[src/lpg_pkg.sv]
`default_nettype none

package lpg_pkg;

  // PWM compare level at full brightness
  localparam logic [9:0] PwmTop = 10'd999;

  // Breathing ramp: one half of the mirrored curve
  localparam int unsigned RampEntries = 150;
  localparam int unsigned RampIdxW    = $clog2(RampEntries);
  localparam int unsigned PhaseW      = $clog2(2 * RampEntries);

  localparam logic [PhaseW-1:0] PhaseLast = PhaseW'(2 * RampEntries - 1);
  localparam logic [PhaseW-1:0] RampLast  = PhaseW'(RampEntries - 1);

  // Pattern timings in microseconds
  localparam logic [31:0] TBlink   = 32'd500000;
  localparam logic [31:0] TFast    = 32'd150000;
  localparam logic [31:0] TDpOn    = 32'd100000;
  localparam logic [31:0] TDpGap   = 32'd100000;
  localparam logic [31:0] TDpPause = 32'd700000;
  localparam logic [31:0] TCnOn    = 32'd100000;
  localparam logic [31:0] TCnGap   = 32'd100000;
  localparam logic [31:0] TCnPause = 32'd400000;
  localparam logic [31:0] TSpOn    = 32'd200000;
  localparam logic [31:0] TSpOff   = 32'd1500000;
  localparam logic [31:0] TSlOn    = 32'd150000;
  localparam logic [31:0] TSlOff   = 32'd3000000;

  typedef enum logic [3:0] {
    MODE_OFF        = 4'd0,
    MODE_ON         = 4'd1,
    MODE_BLINK      = 4'd2,
    MODE_FAST       = 4'd3,
    MODE_DOUBLE     = 4'd4,
    MODE_CONNECTING = 4'd5,
    MODE_BREATHE    = 4'd6,
    MODE_SLOW       = 4'd7,
    MODE_SLOWER     = 4'd8
  } mode_e;

  typedef enum logic {
    OP_UPDATE = 1'b0,
    OP_SET    = 1'b1
  } op_e;

  typedef struct packed {
    logic        op;
    logic [3:0]  new_mode;
    logic [31:0] now_us;
  } lpg_in_t;

  typedef struct packed {
    logic [9:0] level;
    logic       lit;
  } lpg_out_t;

  localparam logic [9:0] RampRom [RampEntries] = '{
    10'd0,   10'd0,   10'd0,   10'd1,   10'd1,   10'd2,   10'd2,   10'd3,   10'd4,   10'd6,
    10'd7,   10'd9,   10'd11,  10'd13,  10'd15,  10'd17,  10'd20,  10'd22,  10'd25,  10'd29,
    10'd32,  10'd36,  10'd39,  10'd43,  10'd47,  10'd52,  10'd56,  10'd61,  10'd66,  10'd71,
    10'd77,  10'd82,  10'd88,  10'd94,  10'd100, 10'd106, 10'd112, 10'd119, 10'd126, 10'd133,
    10'd140, 10'd147, 10'd155, 10'd162, 10'd170, 10'd178, 10'd186, 10'd195, 10'd203, 10'd212,
    10'd220, 10'd229, 10'd238, 10'd247, 10'd257, 10'd266, 10'd275, 10'd285, 10'd295, 10'd304,
    10'd314, 10'd324, 10'd334, 10'd345, 10'd355, 10'd365, 10'd376, 10'd386, 10'd397, 10'd407,
    10'd418, 10'd428, 10'd439, 10'd450, 10'd461, 10'd471, 10'd482, 10'd493, 10'd504, 10'd515,
    10'd526, 10'd537, 10'd547, 10'd558, 10'd569, 10'd580, 10'd591, 10'd601, 10'd612, 10'd622,
    10'd633, 10'd644, 10'd654, 10'd664, 10'd675, 10'd685, 10'd695, 10'd705, 10'd715, 10'd725,
    10'd734, 10'd744, 10'd754, 10'd763, 10'd772, 10'd781, 10'd790, 10'd799, 10'd808, 10'd817,
    10'd825, 10'd833, 10'd841, 10'd849, 10'd857, 10'd865, 10'd872, 10'd879, 10'd886, 10'd893,
    10'd900, 10'd906, 10'd913, 10'd919, 10'd925, 10'd930, 10'd936, 10'd941, 10'd946, 10'd951,
    10'd956, 10'd960, 10'd964, 10'd968, 10'd972, 10'd975, 10'd979, 10'd982, 10'd984, 10'd987,
    10'd989, 10'd991, 10'd993, 10'd995, 10'd996, 10'd997, 10'd998, 10'd999, 10'd999, 10'd999
  };

  // Look up the ramp, clamping past the last entry
  function automatic logic [9:0] ramp_lookup(logic [PhaseW-1:0] idx);
    logic [PhaseW-1:0] k;
    k = (idx > RampLast) ? RampLast : idx;
    return RampRom[k[RampIdxW-1:0]];
  endfunction

endpackage

`default_nettype wire

[src/led_pattern_generator.sv]
// LED pattern generator: computes the PWM compare level and on/off state of
// one status LED from a stream of timestamped items.
// Input channel (in_valid_i / in_stall_o / in_data_i): each transfer is a
// mode change (op set) or an update event, stamped with a microsecond time.
// Output channel (out_valid_o / out_stall_i / out_data_o): exactly one
// result per input transfer, in order: level (0..999) and lit.
// Each item is held in the input register; its result is then loaded into
// the result register and transfers when the receiver does not stall.
// Throughput: one item per cycle while the receiver does not stall; the
// pattern state updates as an item moves into the result register.
// Receiver stall: the result register holds its payload; the input register
// still takes one more item, then in_stall_o rises until the result moves.
// Reset: both registers empty, mode off, LED dark, level 0, all timers and
// the breathing phase cleared.
`default_nettype none

module led_pattern_generator import lpg_pkg::*; (
  input  wire logic     clk_i,
  input  wire logic     rst_ni,
  input  wire logic     in_valid_i,
  output logic          in_stall_o,
  input  wire lpg_in_t  in_data_i,
  output logic          out_valid_o,
  input  wire logic     out_stall_i,
  output lpg_out_t      out_data_o
);

  logic     in_valid_q;
  lpg_in_t  in_data_q;
  logic     out_valid_q;
  lpg_out_t out_data_q;
  lpg_out_t result;
  logic     advance;

  // Move the held item into the result register when that slot frees up
  assign advance    = in_valid_q && (!out_valid_q || !out_stall_i);
  assign in_stall_o = in_valid_q && !advance;

  lpg_core u_core (
    .clk_i     (clk_i),
    .rst_ni    (rst_ni),
    .step_en_i (advance),
    .item_i    (in_data_q),
    .result_o  (result)
  );

  // Input register
  always_ff @(posedge clk_i or negedge rst_ni) begin
    if (!rst_ni) begin
      in_valid_q <= 1'b0;
    end else if (!in_stall_o) begin
      in_valid_q <= in_valid_i;
    end
  end

  always_ff @(posedge clk_i) begin
    if (!in_stall_o && in_valid_i) begin
      in_data_q <= in_data_i;
    end
  end

  // Result register
  always_ff @(posedge clk_i or negedge rst_ni) begin
    if (!rst_ni) begin
      out_valid_q <= 1'b0;
    end else if (!out_valid_q || !out_stall_i) begin
      out_valid_q <= in_valid_q;
    end
  end

  always_ff @(posedge clk_i) begin
    if (advance) begin
      out_data_q <= result;
    end
  end

  assign out_valid_o = out_valid_q;
  assign out_data_o  = out_data_q;

endmodule

`default_nettype wire

[src/lpg_core.sv]
`default_nettype none

module lpg_core import lpg_pkg::*; (
  input  wire logic     clk_i,
  input  wire logic     rst_ni,
  input  wire logic     step_en_i,
  input  wire lpg_in_t  item_i,
  output lpg_out_t      result_o
);

  logic [3:0]        mode_q,   mode_d;
  logic              lit_q,    lit_d;
  logic [31:0]       toggle_q, toggle_d;
  logic [1:0]        step_q,   step_d;
  logic [PhaseW-1:0] phase_q,  phase_d;
  logic [9:0]        level_q,  level_d;

  logic [31:0]       elapsed;
  logic [31:0]       pat_on, pat_gap, pat_pause, pat_limit, tog_limit;
  logic              is_pattern, is_toggle;
  logic [PhaseW-1:0] ramp_idx;

  assign elapsed = item_i.now_us - toggle_q;

  // Select pattern timings for the four-step modes
  always_comb begin
    if (mode_q == MODE_DOUBLE) begin
      pat_on = TDpOn; pat_gap = TDpGap; pat_pause = TDpPause;
    end else begin
      pat_on = TCnOn; pat_gap = TCnGap; pat_pause = TCnPause;
    end
    case (step_q)
      2'd1:    pat_limit = pat_gap;
      2'd3:    pat_limit = pat_pause;
      default: pat_limit = pat_on;
    endcase
  end

  // Select the toggle threshold for the two-phase modes
  always_comb begin
    is_toggle = 1'b1;
    is_pattern = 1'b0;
    tog_limit = TBlink;
    case (mode_q)
      MODE_BLINK:  tog_limit = TBlink;
      MODE_FAST:   tog_limit = TFast;
      MODE_SLOW:   tog_limit = lit_q ? TSpOn : TSpOff;
      MODE_SLOWER: tog_limit = lit_q ? TSlOn : TSlOff;
      MODE_DOUBLE, MODE_CONNECTING: begin
        is_toggle = 1'b0;
        is_pattern = 1'b1;
      end
      default: is_toggle = 1'b0;
    endcase
  end

  assign ramp_idx = (phase_q <= RampLast) ? phase_q : PhaseLast - phase_q;

  // Next state for the item in the input register
  always_comb begin
    mode_d   = mode_q;
    lit_d    = lit_q;
    toggle_d = toggle_q;
    step_d   = step_q;
    phase_d  = phase_q;
    level_d  = level_q;
    if (item_i.op == OP_SET) begin
      mode_d  = item_i.new_mode;
      step_d  = '0;
      phase_d = '0;
      case (item_i.new_mode)
        MODE_OFF: begin
          lit_d = 1'b0; level_d = '0;
        end
        MODE_ON: begin
          lit_d = 1'b1; level_d = PwmTop;
        end
        MODE_BREATHE: begin
          lit_d = 1'b1; level_d = ramp_lookup('0); toggle_d = item_i.now_us;
        end
        default: begin
          lit_d = 1'b1; level_d = PwmTop; toggle_d = item_i.now_us;
        end
      endcase
    end else if (mode_q == MODE_BREATHE) begin
      level_d = ramp_lookup(ramp_idx);
      phase_d = (phase_q >= PhaseLast) ? '0 : phase_q + 1'b1;
    end else if (is_toggle) begin
      if (elapsed >= tog_limit) begin
        lit_d    = !lit_q;
        level_d  = lit_q ? '0 : PwmTop;
        toggle_d = item_i.now_us;
      end
    end else if (is_pattern) begin
      if (elapsed >= pat_limit) begin
        // odd steps end dark phases, even steps end lit phases
        lit_d    = step_q[0];
        level_d  = step_q[0] ? PwmTop : '0;
        step_d   = step_q + 2'd1;
        toggle_d = item_i.now_us;
      end
    end
  end

  assign result_o.level = level_d;
  assign result_o.lit   = lit_d;

  // Commit state when the item moves into the result register
  always_ff @(posedge clk_i or negedge rst_ni) begin
    if (!rst_ni) begin
      mode_q   <= MODE_OFF;
      lit_q    <= 1'b0;
      toggle_q <= '0;
      step_q   <= '0;
      phase_q  <= '0;
      level_q  <= '0;
    end else if (step_en_i) begin
      mode_q   <= mode_d;
      lit_q    <= lit_d;
      toggle_q <= toggle_d;
      step_q   <= step_d;
      phase_q  <= phase_d;
      level_q  <= level_d;
    end
  end

  a_off_dark: assert property (@(posedge clk_i) disable iff (!rst_ni)
    (mode_q == MODE_OFF) |-> (!lit_q && level_q == '0))
    else $error("off mode drives the LED");

  a_phase_range: assert property (@(posedge clk_i) disable iff (!rst_ni)
    phase_q <= PhaseLast)
    else $error("breathing phase out of range");

  a_step_only_pattern: assert property (@(posedge clk_i) disable iff (!rst_ni)
    (step_q != 2'd0) |-> (mode_q == MODE_DOUBLE || mode_q == MODE_CONNECTING))
    else $error("pattern step advanced outside a pattern mode");

  a_breathe_lit: assert property (@(posedge clk_i) disable iff (!rst_ni)
    (step_en_i && item_i.op == OP_SET && item_i.new_mode == MODE_BREATHE)
      |=> (lit_q && phase_q == '0))
    else $error("breathing entry did not light the LED");

endmodule

`default_nettype wire
[config.mk]
export PLATFORM = sky130hd
export DESIGN_NAME = led_pattern_generator
export DESIGN_NICKNAME = d
export VERILOG_FILES = /design/src/lpg_pkg.sv /design/src/led_pattern_generator.sv /design/src/lpg_core.sv
export SDC_FILE = /design/constraint.sdc
export NUM_CORES = 1
export LEC_CHECK = 0
export ABC_CLOCK_PERIOD_IN_PS = 16700
export BUFFER_PORTS_ARGS = -buffer_cell sky130_fd_sc_hd__buf_2
export CAP_MARGIN = 20
export CORE_MARGIN = 2
export CORE_UTILIZATION = 40
export DETAILED_ROUTE_END_ITERATION = 10
export SLEW_MARGIN = 20
export SYNTH_ARGS = -nofsm -noshare
export SYNTH_HDL_FRONTEND = slang
export SYNTH_SLANG_ARGS = --single-unit
[constraint.sdc]
create_clock -name clk_i -period 16.7 [get_ports clk_i]
set_input_delay 1.67 -clock clk_i [delete_from_list [all_inputs] [get_ports clk_i]]
set_output_delay 1.67 -clock clk_i [all_outputs]
set_load 0.05 [all_outputs]
-- After elaboration in Yosys (flattened, before gate mapping)
Memories as Yosys holds them, arrays and structs flattened.
Index checks and enable logic that the tools add are counted.
- add/sub/neg operators: 4
- $lt $le $gt $ge: 6
- eq/ne operators: 14
- mux-type cells: 42
- bitwise gates (word level): 1
- reductions and logical operators: 23
- operators with widths (kind ; count):
    two-way mux 32 bit ; 8
    two-way mux 10 bit ; 11
    case mux 32 bit (3 select lines) ; 1
    >= comparator 32 bit ; 2
    two-way mux 9 bit ; 4
    subtractor 32 bit ; 1
    two-way mux 22 bit ; 1
    two-way mux 21 bit ; 1
    equality test 4 x 3 -> 1 bit (second input constant) ; 5
    two-way mux 20 bit ; 1
    >= comparator 9 bit (second input constant) ; 2
    two-way mux 2 bit ; 5
    adder 9 x 1 -> 9 bit (second input constant) ; 1
    greater-than comparator 9 x 8 -> 1 bit (second input constant) ; 1
    <= comparator 9 x 8 -> 1 bit (second input constant) ; 1
    two-way mux 1 bit ; 9
    NOT 8 -> 9 bit ; 1
    subtractor 9 bit (first input constant) ; 1
    equality test 4 x 2 -> 1 bit (second input constant) ; 2
    two-way mux 8 bit ; 1
    != test 2 bit (second input constant) ; 3
    AND reduction 6 bit ; 1
    nonzero test 2 bit ; 3
    nonzero test 3 bit ; 2
    other kinds (13) ; 22
- register bits: 108
- memory bits (read-only): 2560
- input bits: 41
- output and inout port bits: 13
- logic and storage cells: 104
- memories kept: 1
- memories (memory ; words ; bits a word ; rd ports ; clocked after memory_dff ; write ports ; RTL line ; RTL):
    (no name shown) ; 256 ; 10 ; 1 ; 0 ; 0 ; lpg_pkg.sv:80 ; return RampRom[k[RampIdxW-1:0]];

-- Longest topological paths before layout
Gate-level depths: netlist of the first run.
- depth in word-level cells: 10
- depth in mapped cells: 26

-- Modules after synthesis
From an unflattened synthesis of the first run, not the netlist that was laid out.
- cells, all modules: 1161
- area total of the unflattened synthesis: 10032.1 um^2
- by module, submodules not included (module ; instances ; cells an instance ; area each (um^2) ; seq. area each (um^2)):
    lpg_core ; 1 ; 1105 ; 8498.2 ; 1451.4
    led_pattern_generator ; 1 ; 56 ; 1534.0 ; 1491.4

-- Worst setup path after synthesis of the first run
No wires, ideal clock.
- path type: reg-to-reg
- start: register u_core.phase_q[2]
- end: register out_data_q (netlist bit out_data_o[1]), data pin
- library setup time: 0.259 ns
- data arrival time: 4.968 ns
- slack: 11.473 ns
- stages on the path, launching flop included: 23
- buffers on the path: 8
- path through: dfrtp_1 clkbuf_1 inv_1 clkbuf_1 clkbuf_1 clkbuf_1 ha_1 mux2i_1 a32oi_2 o2111ai_1 a21o_1 buf_2 buf_1 nand2_1 ha_1 clkbuf_1 nor2_1 and3_1 clkbuf_1 or3_1 o211ai_1 a31oi_1 o21bai_1
- RTL lines (what ; RTL line ; RTL):
    start, declared ; lpg_core.sv:15 ; logic [PhaseW-1:0] phase_q, phase_d;
    start signal, assigned ; lpg_core.sv:122 ; phase_q <= phase_d;
    end signal, assigned ; led_pattern_generator.sv:73 ; out_data_q <= result;
    end, declared ; led_pattern_generator.sv:31 ; lpg_out_t out_data_q;

-- Worst setup path in the final report of the first run
- start: register in_data_q[3] in the netlist's numbering
- end: register u_core.toggle_q[0]
- longest elaborated chain between the ends: 4
- elaborated cells between the ends (all ways): 6
- those cells by class: add/sub: 1; order compare: 2; eq/ne: 1; reduce/logical: 2
- ends and longest elaborated chain (what ; RTL line ; RTL):
    start, declared ; led_pattern_generator.sv:29 ; lpg_in_t in_data_q;
    start signal, assigned ; led_pattern_generator.sv:58 ; in_data_q <= in_data_i;
    subtractor 32 bit * ; lpg_core.sv:23 ; assign elapsed = item_i.now_us - toggle_q;
    >= comparator 32 bit, on equally long branches ; lpg_core.sv:89, lpg_core.sv:95 ;
    != test 3 bit (no source line) or nonzero test 3 bit (tied branches) ; -- ;
    AND reduction 6 bit (no source line) * ; -- ;
    end signal, assigned ; lpg_core.sv:120 ; toggle_q <= toggle_d;
    end, declared ; lpg_core.sv:13 ; logic [31:0] toggle_q, toggle_d;
Every way passes the cells marked *; elsewhere a longest branch is shown, timed or not.
A chain may end at the register's enable or synchronous reset.

==> flow_summary.yaml, run 1 <==
cells_and_area:
  layout_common_cells: "nand2_1 (108), o21ai_0 (92), nor2_1 (90)"
  antenna_cells: 0
  final_core_util_pct: 43.6
  fillers: 2505
  final_common_cell: "nand2_1"
  layout.nets: 1330
  syn2layout_area_growth_pct: 7.66
  drive_gt1_share_pct: 11.7
synth:
  synth_area_leaders: "dfrtp_1 (15%), edfxtp_1 (14%), ha_1 (9.3%)"
  synth-edff-count: 48
  netlist_instances: 1208
  synth_largest_area_cell: "dfrtp_1"
  synth_ff_type: "dfrtp_1"
  synth_nets: 1325
  yosysSeqAreaShare_pct: 29.1
  yosys_warnings: 0
  synth.avg_cell_area_sq_um: 8.36
  synth_cell_type_count: 80
  synth-seq-cells: 108
  yosysTopAreaCellShare_pct: 14.9
  async_flop_share_pct: 55.6
  synthesis.area_sq_um: 10100
clocking:
  clockRootBuffer: "clkbuf_16"
  cts_setup_buffers: 0
  cts_sinks: 108
  htreeDepth: 3
  cts_hold_buf: 0
  cts_buffers: 9
  clk_latency_ns: 0.37
  clk_path_buf_depth: 2
  cts_resized: 0
  clk_pin_slew_ns: 0.08
  cts_tree: "yes"
power_and_ir_drop:
  internal-power_mw: 0.779
  power_mw: 1.36
  p_sw_share_pct: 42.9
  ir_drop_v: 0.0000578
  power_frac_seq_pct: 27.4
  clockPowerShare_pct: 16.1
  netSwitchingPower_mw: 0.586
  leakagePower_nw: 4.49
  power_frac_comb_pct: 56.4
  power.density_nw_per_um2: 125
route:
  wl_per_cell_um: 19.5
  vias: 9742
  drt_iter0_drc: 922
  drt-pass1-iter-count: 5
  drcViolationCount: 0
  via_per_inst: 6.29
  postRouteAntennaNets: 0
  routed_wirelength_um: 30200
setup_path:
  crit_type: "register to register"
  start_kind: "register"
  crit_required_ns: 16.95
  cp.arrival_ns: 6.27
  end_kind: "register"
  worst-path-max-fanout: 32
floorplan:
  rows: 58
  coreArea_sq_um: 25000
  io_pins: 54
  dieWidth_um: 163
  dieArea_sq_um: 26500
  die_y_um: 163
  initial_utilization_pct: 40.5
timing:
  layout_setup_ws_ns: 10.68
  hold_viol_final: 0
  fin_skew_ns: 0.0102
  fmax_ghz: 0.166
  finalSetupViolations: 0
  slew_headroom_pct: 23.2
  finalCritPeriodShare_pct: 36.0
  worstMarginPinSlew_ns: 1.15
  rsz0062_at_grt: "false"
  finalMaxSlewViolations: 0
  tns_ns: 0
  min_period_ns: 6.02
flow_run:
  drv_cap: 0
global_routing:
  grt_pass1_wl_um: 48200
  grt_max_degree: 61
  antenna_found_initial: 3
  overflow: 0
  grt_util_all_layers_pct: 22.8
  grt_pass1_vias: 9089
run_status:
  outcome: "finished, final reports clean"
place:
  gp_congestion: 0.972
  pre_cts_ws_ns: 10.66
  io_buffers: 53
  dp_hpwl_um: 21900
hold_path:
  hp-class: "register to register"
-- metal layers --
metal  global-route usage [%]  share of wire [%]
met1                     30.7                 44
met2                     36.8                 45
met3                     3.11                6.4
met4                     9.45                3.6
met5                        0              0.053
-- sequential cells by signal, indices dropped and copies added (netlist names) --
name / flops
out_valid_o: 1
u_core.phase_q: 9
u_core.level_q: 10
u_core.toggle_q: 32
in_valid_q: 1
u_core.mode_q: 4
out_data_o: 11
in_data_q: 37
u_core.lit_q: 1
u_core.step_q: 2
-- final cells by class --
class | count | area (sq um) | share of cell area (%)
Clock buffer | 11 | 233 | 2.14
Clock inverter | 5 | 60.1 | 0.552
Inverter | 70 | 263 | 2.42
Multi-Input combinational cell | 954 | 6580 | 60.4
Sequential cell | 108 | 2940 | 27.0
Tap cell | 330 | 413 | 3.80
Timing Repair Buffer | 70 | 393 | 3.61
-- cells by family (layout without fill, tap and decap cells) --
family | after synthesis | in the layout | share of synthesized area, %
DFF | 108 | 108 | 29.1
AOI/OAI and AO/OA | 438 | 438 | 29.7
muxes | 44 | 44 | 5.91
xor gates and xnor gates | 29 | 29 | 2.51
adders and majority gates | 76 | 76 | 9.48
buffers and inverters | 146 | 156 | 5.82
and+or+nand+nor | 367 | 367 | 17.4
-- stage by stage --
stage	std cells	area [sq um]	hold slack, ns
2_1_floorplan	1208	10100	0.457
3_3_place_gp	1532	10600	0.470
3_5_place_dp	1532	10600	0.488
4_1_cts	1548	10900	0.501
5_1_grt	1548	10900	0.522
6_report	1548	10900	0.499
-- final timing paths --
kind                       cells past startpoint    startpoint  slack [ns]                  end
min in group asynchronous                      2        rst_ni        1.48  u_core.toggle_q[13]
max in group asynchronous                      2        rst_ni       14.68    u_core.level_q[7]
hold reg to reg                                1    in_valid_q        0.50          out_valid_o
setup / recovery                              23  in_data_q[3]       10.68   u_core.toggle_q[0]
hold / removal                                 1    in_valid_q        0.50          out_valid_o
setup reg to reg                              23  in_data_q[3]       10.68   u_core.toggle_q[0]
-- power groups by stage --
stage	combinational, mW	sequential, mW	clock (mW)
6_report	0.770	0.374	0.220
5_1_grt	0.863	0.382	0.233
4_1_cts	0.768	0.374	0.225
3_5_place_dp	0.761	0.379	0
3_3_place_gp	0.747	0.378	0
2_1_floorplan	0.590	0.380	0
-- worst max-delay path, stage by stage (launching register included) --
cell	delay [ns]
edfxtp_1	0.42
ha_1	0.41
a21o_1	0.21
a21oi_1	0.30
a31oi_1	0.22
o21a_1	0.24
o21ai_0	0.17
nand2b_1	0.11
nand2_1	0.08
nand2_1	0.05
a21o_1	0.20
a31oi_1	0.20
xnor2_1	0.13
ha_1	0.32
nand3_1	0.10
nor4_1	0.33
o21ai_0	0.16
o211ai_1	0.12
a41o_1	0.11
nor2_1	0.05
a41oi_1	0.43
a21o_1	0.48
o211a_4	0.65
mux2_2	0.40
-- synth_stat cells, drive strengths merged, types with 6 or more instances --
master	number
and2	12
mux2i	6
a2111oi	7
o2111ai	15
a211oi	22
a21boi	7
inv	68
o211ai	22
nor3b	7
o31ai	12
or3	9
clkbuf	60
or2	6
o21ai	96
dfrtp	60
edfxtp	48
a31o	6
a22oi	9
nand4	18
ha	75
nor4	11
and3	12
nor2b	9
nor2	90
a21o	23
o311ai	11
nand3	33
buf	16
nand2b	13
o21a	17
mux2	38
xnor2	17
xor2	12
nor3	28
a21oi	87
a31oi	23
nand2	108
a221oi	7
No activity file was read; power rests on OpenSTA's default activity.
==> inputs of run 2 (changes only) <==
Settings changed: ABC_CLOCK_PERIOD_IN_PS 16700 to 5000.
Clock period 16.7 ns to 5 ns, I/O delays scaled along.
==> flow_summary.yaml, run 2 (same netlist as run 1, synthesis figures left out) <==
setup_path:
  cp_common_cell: "a21o_1"
  cp.arrival_ns: 5.00
  crit_path_max_incr_delay_ns: 0.40
  crit_required_ns: 5.26
  path_buf_inv: 1
  cpMaxStageDelayCell: "edfxtp_1"
  crit_family: "compound AO/OA/AOI/OAI gates"
  crit_type: "register to register"
  worst-path-max-fanout: 12
  start_kind: "register"
  crit_chain: "ha_1 > a21o_1 > a21oi_2 > a31oi_2 > o21a_1 > o21ai_1 > nand2b_1 > nand2_1 > nand2_1 > a21o_1 > a31oi_4 > xnor2_2 > ha_1 > a21oi_2 > nor2_1 > nor4_1 > o211ai_1 > a41o_1 > nor2_2 > a41oi_2 > a21o_1 > o211a_4 > buf_12 > mux2_4"
  end_kind: "register"
floorplan:
  dieArea_sq_um: 26500
  rows: 58
  die_y_um: 163
  dieWidth_um: 163
  io_pins: 54
  coreArea_sq_um: 25000
  initial_utilization_pct: 40.5
cells_and_area:
  ff_latch_area_sq_um: 2950
  layout_common_cells: "nand2_1 (107), o21ai_0 (91), nor2_1 (89)"
  drive_gt1_share_pct: 17.0
  fillers: 2481
  fin_area_sq_um: 11500
  multi_input_area_sq_um: 6750
  final_core_util_pct: 45.9
  antenna_cells: 0
  final_common_cell: "nand2_1"
  largest_reg_flops: 37
  syn2layout_area_growth_pct: 13.4
  largest_register: "in_data_q"
  layout.nets: 1376
global_routing:
  use_met3_pct: 4.20
  grt_util_all_layers_pct: 24.3
  grt-busiest-layer: "met2"
  grt_max_degree: 61
  grt_pass1_vias: 9607
  use_met1_pct: 32.8
  antenna_found_initial: 0
  overflow: 0
  gr-usage-met2_pct: 39.2
  grt_pass1_wl_um: 51500
clocking:
  cts_hold_buf: 0
  clk_pin_slew_ns: 0.09
  cts_tree: "yes"
  cts_buffers: 9
  clk_latency_ns: 0.37
  cts_sinks: 108
  htreeDepth: 3
  clk_path_buf_depth: 2
  clockRootBuffer: "clkbuf_16"
route:
  wl_per_cell_um: 20.1
  drcViolationCount: 0
  vias: 9761
  drt_iter0_drc: 850
  routed_wirelength_um: 32100
  drt-pass1-iter-count: 5
  via_per_inst: 6.12
  postRouteAntennaNets: 0
timing:
  hold_viol_final: 0
  finalMaxSlewViolations: 0
  slew_headroom_pct: 34.8
  whs_ns: 0.293
  finalSetupViolations: 0
  tns_ns: 0
  fmax_ghz: 0.211
  min_period_ns: 4.75
  fin_skew_ns: 0.0153
  worstMarginPinSlew_ns: 0.978
  finalCritPeriodShare_pct: 95.0
  layout_setup_ws_ns: 0.251
place:
  place_area_sq_um: 10900
  gp_congestion: 0.952
  dp_hpwl_um: 23300
  pre_cts_ws_ns: -0.0665
  io_buffers: 53
hold_path:
  hp-class: "input pin to register"
power_and_ir_drop:
  power.density_nw_per_um2: 421
  ir_drop_v: 0.000188
  leakagePower_nw: 4.76
run_status:
  outcome: "finished, final reports clean"
flow_run:
  drv_cap: 0
[run 2: power breakdown]
part           internal (mW)  total (mW)  switching (mW)
Clock                  0.360       0.750           0.390
Sequential              1.12        1.25           0.126
Combinational           1.24        2.83            1.59
Total                   2.72        4.83            2.11
[run 2: repair_timing]
item,in CTS,in global routing
gates resized for setup,1,36
setup endpoints to repair,31,54
buffers inserted,0,8
pin swaps,0,16
gates cloned,1,0
[run 2: worst paths after layout]
path,start,to,slack (ns),depth (start not counted)
worst max-delay path,in_data_q[3],u_core.toggle_q[10],0.25,24
worst min-delay path,in_data_i[20],in_data_q[20],0.29,1
worst max register to register,in_data_q[3],u_core.toggle_q[10],0.25,24
worst min register to register,in_valid_q,out_valid_o,0.49,1
max in group asynchronous,rst_ni,u_core.phase_q[7],4.13,2
min in group asynchronous,rst_ni,u_core.toggle_q[12],0.30,2
[run 2: routing by layer]
| layer | up-vias | wire (um) | part of all wire [%] |
|---|---|---|---|
| met3 | 69 | 2070 | 6.5 |
| met4 | 0 | 1040 | 3.2 |
| met5 | - | 0 | 0 |
| met1 | 4649 | 14300 | 45 |
| li1 | 4686 | - | - |
| met2 | 357 | 14700 | 46 |
[run 2: through the flow]
step	power, mW	std cells
floorplan	3.24	1208
global placement	3.84	1569
detailed placement	3.88	1569
CTS	4.67	1586
global route	5.22	1594
finish	4.83	1594
[run 2: final cells by class]
class	count	area share (%)
Tap cell	330	3.60
Timing Repair Buffer	115	6.77
Clock inverter	7	0.764
Sequential cell	108	25.7
Multi-Input combinational cell	955	58.9
Inverter	70	2.29
Clock buffer	9	1.97
[run 2: worst reg2reg max path, delay by kind of cell, from the launching register on]
family,cells,cell delay (ns)
adders and majority gates,2,0.62
DFF,1,0.40
AOI/OAI and AO/OA,13,2.36
buffers and inverters,1,0.16
muxes,1,0.31
and+or+nand+nor,6,0.64
xor gates and xnor gates,1,0.15
